File: config.mk
export PLATFORM = sky130hd
export DESIGN_NAME = fits_keyword_name_check_core
export DESIGN_NICKNAME = d
export VERILOG_FILES = /design/src/hw/rtl/fknc_pkg.sv /design/src/hw/rtl/fits_keyword_name_check_core.sv
export SDC_FILE = /design/constraint.sdc
export NUM_CORES = 1
export LEC_CHECK = 0
export ABC_CLOCK_PERIOD_IN_PS = 6600
export BUFFER_PORTS_ARGS = -buffer_cell sky130_fd_sc_hd__buf_2
export CORE_ASPECT_RATIO = 1.2
export CORE_UTILIZATION = 51
export DETAILED_ROUTE_END_ITERATION = 6
export PLACE_DENSITY = 0.73
export SYNTH_ARGS = -nofsm -noshare
export SYNTH_HDL_FRONTEND = slang
export SYNTH_SLANG_ARGS = --single-unit
File: constraint.sdc
create_clock -name clock -period 6.6 [get_ports clock]
set_input_delay 1.98 -clock clock [delete_from_list [all_inputs] [get_ports clock]]
set_output_delay 1.98 -clock clock [all_outputs]
set_load 0.05 [all_outputs]
File: src/hw/rtl/fknc_pkg.sv
// Package for the keyword name checker: status codes, reserved word table,
// character class helpers and the one-pass classify function.
// No dependencies.
package fknc_pkg;

   localparam int unsigned MAX_NAME_CHARS = 8;
   localparam int unsigned NAME_BITS      = 8 * MAX_NAME_CHARS;
   localparam int unsigned NUM_RESERVED   = 10;
   localparam int unsigned NAXIS_CHARS    = 5;

   typedef logic [NAME_BITS-1:0] name_type;
   typedef logic [3:0]           len_type;
   typedef logic [1:0]           status_type;

   localparam status_type STATUS_VALID    = 2'd0;
   localparam status_type STATUS_INVALID  = 2'd1;
   localparam status_type STATUS_RESERVED = 2'd2;

   // Scan phase of the text after the NAXIS prefix
   typedef enum logic [1:0] {
      PH_SPACE,
      PH_SIGN,
      PH_DIGIT,
      PH_BAD
   } phase_type;

   // Reserved words, lower case, first char in the low byte, zero padded
   localparam logic [NAME_BITS-1:0] RSV_WORD [NUM_RESERVED] = '{
      64'h0000656C706D6973,   // simple
      64'h0000646E65747865,   // extend
      64'h0000006F72657A62,   // bzero
      64'h0000656C61637362,   // bscale
      64'h0000006B6E616C62,   // blank
      64'h0000786970746962,   // bitpix
      64'h000000736978616E,   // naxis
      64'h00746E656D6D6F63,   // comment
      64'h0079726F74736968,   // history
      64'h0000000000646E65    // end
   };

   localparam len_type RSV_LEN [NUM_RESERVED] = '{
      4'd6, 4'd6, 4'd5, 4'd6, 4'd5, 4'd6, 4'd5, 4'd7, 4'd7, 4'd3
   };

   localparam logic [7:0] CH_PLUS  = 8'h2B;
   localparam logic [7:0] CH_MINUS = 8'h2D;
   localparam logic [7:0] CH_UNDER = 8'h5F;
   localparam logic [7:0] CH_SPACE = 8'h20;

   function automatic logic [7:0] to_lower(input logic [7:0] c);
      return (c >= 8'h41 && c <= 8'h5A) ? c + 8'h20 : c;
   endfunction

   function automatic logic is_digit(input logic [7:0] c);
      return c >= 8'h30 && c <= 8'h39;
   endfunction

   function automatic logic is_space(input logic [7:0] c);
      return c == CH_SPACE || (c >= 8'h09 && c <= 8'h0D);
   endfunction

   function automatic logic char_ok(input logic [7:0] c);
      return c == CH_MINUS || c == CH_UNDER || (c >= 8'h41 && c <= 8'h5A) || is_digit(c);
   endfunction

   // Tail after "naxis": spaces, optional '+', digits, nonzero value.
   // At most three chars, so the value never exceeds 999.
   function automatic logic naxis_tail_ok(input logic [23:0] tail, input len_type len);
      phase_type  ph;
      logic       nonzero;
      logic [7:0] c;
      ph      = PH_SPACE;
      nonzero = 1'b0;
      for (int p = 0; p < 3; p++) begin
         c = tail[8*p +: 8];
         if (4'(NAXIS_CHARS + p) < len) begin
            unique case (ph)
               PH_SPACE: begin
                  if (is_space(c))      ph = PH_SPACE;
                  else if (c == CH_PLUS) ph = PH_SIGN;
                  else if (is_digit(c)) ph = PH_DIGIT;
                  else                  ph = PH_BAD;
               end
               PH_SIGN, PH_DIGIT: begin
                  ph = is_digit(c) ? PH_DIGIT : PH_BAD;
               end
               default: ph = PH_BAD;
            endcase
            if (is_digit(c) && c != 8'h30) nonzero = 1'b1;
         end
      end
      return ph == PH_DIGIT && nonzero;
   endfunction

   function automatic status_type classify(input name_type bytes, input len_type len);
      name_type   low;
      name_type   mask;
      logic       rsv;
      logic       bad;
      low  = '0;
      mask = '0;
      rsv  = 1'b0;
      bad  = 1'b0;
      for (int i = 0; i < MAX_NAME_CHARS; i++) begin
         if (4'(i) < len) begin
            low[8*i +: 8]  = to_lower(bytes[8*i +: 8]);
            mask[8*i +: 8] = 8'hFF;
            if (!char_ok(bytes[8*i +: 8])) bad = 1'b1;
         end
      end
      for (int k = 0; k < NUM_RESERVED; k++) begin
         if (RSV_LEN[k] == len && (low & mask) == RSV_WORD[k]) rsv = 1'b1;
      end
      if (len > 4'(NAXIS_CHARS) &&
          low[8*NAXIS_CHARS-1:0] == RSV_WORD[6][8*NAXIS_CHARS-1:0] &&
          naxis_tail_ok(bytes[8*NAXIS_CHARS +: 24], len)) begin
         rsv = 1'b1;
      end
      if (len > 4'(MAX_NAME_CHARS)) return STATUS_INVALID;
      if (rsv)                      return STATUS_RESERVED;
      if (bad)                      return STATUS_INVALID;
      return STATUS_VALID;
   endfunction

endpackage

File: src/hw/rtl/fits_keyword_name_check_core.sv
// Keyword name checker top level: input register, one-pass classify,
// result register. Depends on fknc_pkg.
//
// Throughput: one name per cycle; busy stays low, the two register stages
//   overlap so a new name is taken every cycle.
// Reset (synchronous, active high) clears both valid flags; payload
//   registers are not reset. The receiver cannot stall the result.
module fits_keyword_name_check_core (
   input  logic                 clock,
   input  logic                 reset,
   input  logic                 start,
   output logic                 busy,
   input  fknc_pkg::name_type   req_name_bytes,
   input  fknc_pkg::len_type    req_name_length,
   output logic                 rsp_valid,
   output fknc_pkg::status_type rsp_status
);
   import fknc_pkg::*;

   // Stage 1: captured request
   logic       req_valid_ff;
   logic       req_valid_in;
   name_type   req_bytes_ff;
   len_type    req_len_ff;

   // Stage 2: result
   logic       rsp_valid_ff;
   status_type rsp_status_ff;
   status_type rsp_status_in;

   // No internal backpressure: every stage advances each cycle.
   assign busy         = 1'b0;
   assign req_valid_in = start && !busy;

   always_ff @(posedge clock) begin
      if (reset) begin
         req_valid_ff <= 1'b0;
      end else begin
         req_valid_ff <= req_valid_in;
      end
      if (req_valid_in) begin
         req_bytes_ff <= req_name_bytes;
         req_len_ff   <= req_name_length;
      end
   end

   // Reserved-word match, NAXIS-number tail scan and per-char class check
   // all run in parallel; the reserved test wins over the char check,
   // and an over-long name is invalid outright.
   assign rsp_status_in = classify(req_bytes_ff, req_len_ff);

   always_ff @(posedge clock) begin
      if (reset) begin
         rsp_valid_ff <= 1'b0;
      end else begin
         rsp_valid_ff <= req_valid_ff;
      end
      if (req_valid_ff) begin
         rsp_status_ff <= rsp_status_in;
      end
   end

   // Each result is shown for one cycle only
   assign rsp_valid  = rsp_valid_ff;
   assign rsp_status = rsp_status_ff;

endmodule
# Yosys cells after proc, flatten, opt, wreduce, memory -nomap -nowiden

Cells that the tools add are included.

Multiplexer cells: 83
Bitwise gates (word level): 1
Reductions and logical operators: 66
$add $sub $neg: 8
Equal/unequal tests: 45
$lt $le $gt $ge: 48

Operators by type and width:

| cell                                                      | count |
|---|---|
| equality test 64 x 47 -> 1 bit, second input constant     | 4 |
| equality test 64 x 39 -> 1 bit, second input constant     | 3 |
| two-way mux 8 bit                                         | 24 |
| equality test 64 x 55 -> 1 bit, second input constant     | 2 |
| equality test 8 x 6 -> 1 bit, second input constant       | 14 |
| adder 8 x 6 -> 8 bit, second input constant               | 8 |
| AND 64 bit                                                | 1 |
| equality test 64 x 23 -> 1 bit, second input constant     | 1 |
| equality test 8 x 7 -> 1 bit, second input constant       | 8 |
| >= comparator 8 x 6 -> 1 bit, second input constant       | 8 |
| >= comparator 8 x 7 -> 1 bit, second input constant       | 8 |
| <= comparator 8 x 6 -> 1 bit, second input constant       | 8 |
| <= comparator 8 x 7 -> 1 bit, second input constant       | 8 |
| two-way mux 1 bit                                         | 42 |
| equality test 40 x 39 -> 1 bit, second input constant     | 1 |
| logical AND 1 bit                                         | 35 |
| two-way mux 2 bit                                         | 15 |
| logical OR 1 bit                                          | 27 |
| >= comparator 8 x 4 -> 1 bit, second input constant       | 3 |
| <= comparator 8 x 4 -> 1 bit, second input constant       | 3 |
| inequality test 8 x 6 -> 1 bit, second input constant     | 3 |
| less-than comparator 3 x 4 -> 1 bit, first input constant | 4 |
| equality test 3 x 4 -> 1 bit, first input constant        | 3 |
| less-than comparator 1 x 4 -> 1 bit, first input constant | 2 |
| other kinds (9)                                           | 16 |

Word-level logic and storage cells: 256
Input bits: 71
Flip-flop bits (word level): 72
Output and inout bits: 4

# Depth between registers and ports, before layout

Word-level depth: 26
Mapped depth: 18
Mapped depth without buffers: 18

# Worst setup path before layout

No wires, ideal clock.

Path type: register to register
From: reg req_bytes_ff[40]
To: reg rsp_status_ff[0], in the netlist rsp_status[0] (data pin)
Required time: 6.329 ns
Buffers on the path: 1
Path slack: 3.094 ns
Period minus slack after synthesis: 3.506 ns
Library setup time: 0.271 ns
Arrival time: 3.235 ns
Cell stages (with the launch flop): 19
Path through: edfxtp_1 buf_6 or4_4 nor4b_4 o21ai_2 nand2_4 inv_1 ha_1 nor3_1 o21a_1 a211oi_4 inv_1 ha_1 o211ai_1 mux2i_1 a21o_1 o311a_1 o31ai_2 o31ai_1

Longest elaborated chain between the ends: 23
Elaborated cells between the ends (all ways): 95
Those cells by class: add/sub (1); order compare (6); eq/ne (20); mux (43); bitwise (1); reduce/logical (24)

Ends and longest elaborated chain:

| element                                                                    | RTL line                                       | text |
|---|---|---|
| start: declaration                                                         | fits_keyword_name_check_core.sv:23             | `name_type req_bytes_ff;` |
| start signal: assignment                                                   | fits_keyword_name_check_core.sv:42             | `req_bytes_ff <= req_name_bytes;` |
| >= comparator 8 x 7 -> 1 bit (tied with other cells)                       | fknc_pkg.sv:51, fknc_pkg.sv:63                 |  |
| logical AND 1 bit (on tied branches)                                       | fknc_pkg.sv:51, fknc_pkg.sv:63, fknc_pkg.sv:55 |  |
| two-way mux 8 bit / two-way mux 1 bit (equally long branches)              | fknc_pkg.sv:51, fknc_pkg.sv:81                 |  |
| two-way mux 8 bit / two-way mux 2 bit (equally long branches)              | fknc_pkg.sv:105, fknc_pkg.sv:80                |  |
| AND 64 bit / two-way mux 2 bit (equally long branches)                     | fknc_pkg.sv:112, fknc_pkg.sv:79                |  |
| equality test 64 x 47 -> 1 bit / two-way mux 2 bit (equally long branches) | fknc_pkg.sv:112, fknc_pkg.sv:76                |  |
| logical AND 1 bit (tied with other cells)                                  | fknc_pkg.sv:112                                | `if (RSV_LEN[k] == len && (low & mask) == RSV_WORD[k]) rsv = 1'b1;` |
| two-way mux 1 bit / OR reduction 2 bit (equally long branches)             | fknc_pkg.sv:112, fknc_pkg.sv:77                |  |
| [... 7 more ...]                                                           | n/a                                            |  |
| two-way mux 1 bit / logical AND 1 bit (equally long branches)              | fknc_pkg.sv:112, fknc_pkg.sv:92                |  |
| two-way mux 1 bit / logical AND 1 bit (equally long branches)              | fknc_pkg.sv:112, fknc_pkg.sv:115               |  |
| two-way mux 1 bit                                                          | fknc_pkg.sv:114                                | `if (len > 4'(NAXIS_CHARS) &&` |
| two-way mux 2 bit                                                          | fknc_pkg.sv:120                                | `if (rsv) return STATUS_RESERVED;` |
| two-way mux 2 bit                                                          | fknc_pkg.sv:121                                | `if (bad) return STATUS_INVALID;` |
| two-way mux 2 bit                                                          | fknc_pkg.sv:122                                | `return STATUS_VALID;` |
| two-way mux 2 bit (*)                                                      | fknc_pkg.sv:121                                |  |
| two-way mux 2 bit (*)                                                      | fknc_pkg.sv:120                                |  |
| end signal: assignment                                                     | fits_keyword_name_check_core.sv:59             | `rsp_status_ff <= rsp_status_in;` |
| end: declaration                                                           | fits_keyword_name_check_core.sv:28             | `status_type rsp_status_ff;` |

Mark *: on every way between the ends. The rest lies on a longest branch, timed or not. The select of a mux whose other input is x is not followed.
A chain may end at the register's enable or synchronous reset.

# Worst setup path in the final report

From: reg req_bytes_ff[41]
To: reg rsp_status_ff[0], in the netlist rsp_status[0] (data pin)

Same word-level chain as after synthesis.

==> run summary <==
post-synthesis sequential area ratio -> 46.4%
Post-synth EDFFs -> 70
Cell Area, Synth -> 4620 um2
clock slew at reported path FFs -> 0.08 ns
Seq cells post-synth -> 72
top_reg_cell synth -> edfxtp_1
die height -> 106 um
Worst Path Buf+Inv -> 1
Req. time, crit path -> 6.77 ns
crit-path cells -> or4_4 > nor4b_4 > o21ai_2 > nand2_4 > ha_1 > o21ai_0 > o21a_1 > a211oi_4 > inv_1 > ha_1 > o211ai_1 > mux2i_1 > a21o_1 > o311a_1 > o31ai_2 > o31ai_1
Top-Level Pins -> 75
CTS H-Tree Depth -> 3
clk buf depth -> 2
Hold Violations, Final -> 0
cell mode on critical path -> ha_1
reg2reg path depth -> 16
synthesized area per cell -> 9.81 um2
initial core utilization -> 53.1%
max frequency -> 257 MHz
maximum VDD drop -> 0.000204 V
Worst setup SP type -> flip-flop
Mapped Cells -> 471
fin crit share -> 58.9%
critical path type -> reg -> reg
Stages on worst setup path -> 16
Slowest cell on crit path -> or4_4
net count after synthesis -> 561
Final min period -> 3.89 ns
die footprint -> 9450 um2
post-synth cell types -> 70
Power Density -> 215 nW/um2
Setup-failing EPs final -> 0
Finished Core Util -> 60.1%
DR WL/cell -> 18.5 um
CP Capture Type -> flip-flop
largest net degree at the start of global routing -> 70
LEAKAGE -> 1.84 nW
# rows -> 37
worst slew pin tran -> 0.854 ns
DRT Pass-1 Iters -> 6
share of cells above drive strength 1 -> 18.4%
Resize count post-CTS -> 0
Yosys warnings -> 0
Async S/R FF share, synth -> 0%
gpl congestion -> 0.948
Final nets -> 624
total power -> 1.12 mW
Chip Width -> 88.9 um
grt ovf -> 0
initial antenna violation count -> 0
worst stage delay on the critical path -> 0.61 ns
Slew Viols, Final -> 0
outcome -> finished, final reports clean
ANT nets after route -> 0
Relative slew margins -> 43.1%
Post-CTS Setup Inserts -> 0
crit path DAT -> 4.06 ns
Via density -> 6.24
TritonCTS clock tree -> done
CP delay by family, top -> compound AO/OA/AOI/OAI gates
CTS Hold Buffers Added -> 0
CTS root buf -> clkbuf_8
RSZ-0062 raised after global routing -> no
Worst Hold Depth -> 0
detailed placer's ending HPWL -> 9.31 mm
diodes inserted -> 0
clk_skew -> 0.00610 ns
Post-Route WL -> 12.1 mm
via count -> 4094
vias in the first global route -> 3972
WHS -> 0.517 ns
placed inst area -> 5040 um2
max cap viols -> 0
number of CTS-inserted buffers -> 9
clk_lat worst skew -> 0.35 ns
min-delay worst type -> reg -> reg
DRC viols -> 0
GRT Overall Usage -> 27.9%
# port buffers -> 73
final instance area -> 5230 um2
worst-path fanout max -> 12
setup TNS -> 0 ns
CTS Sinks -> 72
Synth-to-Final Area Change -> 13.2%
first-pass GRT wire length -> 19.5 mm
Iteration-0 DRC Markers -> 366
core area -> 8700 um2
-- final timing paths --
kind	from	endpoint	slack, ns
max	req_bytes_ff[41]$_DFFE_PP_	rsp_status[0]$_SDFFCE_PN1P_	2.71
min reg2reg	req_valid_ff$_SDFF_PP0_	rsp_status[1]$_SDFFCE_PN0P_	0.52
min	req_valid_ff$_SDFF_PP0_	rsp_status[1]$_SDFFCE_PN0P_	0.52
max reg2reg	req_bytes_ff[41]$_DFFE_PP_	rsp_status[0]$_SDFFCE_PN1P_	2.71
-- layout by cell type, fill, tap and decap left out, types with 7 or more instances in the layout --
cell type	netlist	layout
nand2_1	38	38
or3_1	8	8
nand3_1	20	20
nand2b_1	7	7
nor3_1	24	24
buf_2	4	73
nand4b_1	17	17
clkbuf_8	0	9
nor4_1	17	17
nand4_1	14	14
ha_1	19	19
edfxtp_1	70	70
inv_1	19	19
nor2_1	42	42
o21ai_0	18	18
a21oi_1	20	20
nor2b_1	9	9
or4_1	7	7
a31oi_1	11	11
-- layout make-up --
type / instances / area (um2)
clock inverter: 6 / 60.1
clock buffer: 10 / 128
inverter: 19 / 71.3
fill: 762 / 3470
tap: 117 / 146
sequential: 72 / 2140
multi-input combinational: 358 / 2310
timing repair buffer: 74 / 373
-- registers in the layout, indices dropped and copies added (netlist names) --
signal and cells:
rsp_valid 1, rsp_status 2, req_valid_ff 1, req_len_ff 4, req_bytes_ff 64
-- layer usage --
layer  track usage [%]  vias up  routed length [um]
met5                 0        -                   0
met4              12.0        0                 320
met3              4.97       22                 565
met2              47.6      150                6260
met1              33.9     1947                5000
li1                  -     1975                   -
-- cells in the mapped netlist, types with 3 or more instances --
| cell type | instances | area (um2) |
|---|---|---|
| nand2_1 | 38 | 143 |
| o22ai_1 | 4 | 25.0 |
| or4_1 | 7 | 52.6 |
| a21oi_1 | 20 | 100 |
| o21ai_1 | 3 | 15.0 |
| or3_1 | 8 | 50.1 |
| nand4_1 | 14 | 87.6 |
| edfxtp_1 | 70 | 2100 |
| nor2_1 | 42 | 158 |
| nand4b_1 | 17 | 149 |
| nor3_1 | 24 | 120 |
| nor2b_1 | 9 | 56.3 |
| a31oi_1 | 11 | 68.8 |
| o21ai_0 | 18 | 90.1 |
| inv_1 | 19 | 71.3 |
| nor3b_1 | 6 | 45.0 |
| o31ai_1 | 5 | 37.5 |
| buf_2 | 4 | 20.0 |
| nand3_1 | 20 | 100 |
| and3_1 | 3 | 18.8 |
| nand2b_1 | 7 | 43.8 |
| mux2i_1 | 3 | 30.0 |
| nand3b_1 | 5 | 37.5 |
| clkbuf_1 | 16 | 60.1 |
| nor4_1 | 17 | 106 |
| o211ai_1 | 3 | 22.5 |
| a211oi_1 | 4 | 30.0 |
| ha_1 | 19 | 238 |
-- worst reg2reg max path, stage by stage, from the launching register on --
cell	delay, ns
edfxtp_1	0.55
or4_4	0.61
nor4b_4	0.28
o21ai_2	0.11
nand2_4	0.11
ha_1	0.15
o21ai_0	0.11
o21a_1	0.24
a211oi_4	0.26
inv_1	0.08
ha_1	0.21
o211ai_1	0.11
mux2i_1	0.24
a21o_1	0.15
o311a_1	0.17
o31ai_2	0.08
o31ai_1	0.26
-- power by group --
part	switching [mW]	internal, mW	total, mW
combinational	0.0960	0.0771	0.173
clock	0.164	0.173	0.336
sequential	0.0706	0.544	0.614
total	0.330	0.793	1.12
-- kinds of logic (layout without fill, tap and decap cells) --
family / after synthesis / after routing / synth area share (%)
and+or+nand+nor: 235 / 235 / 29.2
buffers and inverters: 41 / 109 / 3.68
other: 1 / 1 / 0.0812
adders and majority gates: 19 / 19 / 5.14
DFF: 72 / 72 / 46.4
xor gates and xnor gates: 1 / 1 / 0.190
muxes: 3 / 3 / 0.650
AOI/OAI and AO/OA: 99 / 99 / 14.7
-- through the flow --
| step | cells | worst slack, ns |
|---|---|---|
| 2_1_floorplan | 471 | 3.09 |
| 3_3_place_gp | 640 | 2.95 |
| 3_5_place_dp | 640 | 2.75 |
| 4_1_cts | 656 | 2.73 |
| 5_1_grt | 656 | 2.48 |
| 6_report | 656 | 2.71 |
(Power assumes the default switching activity.)
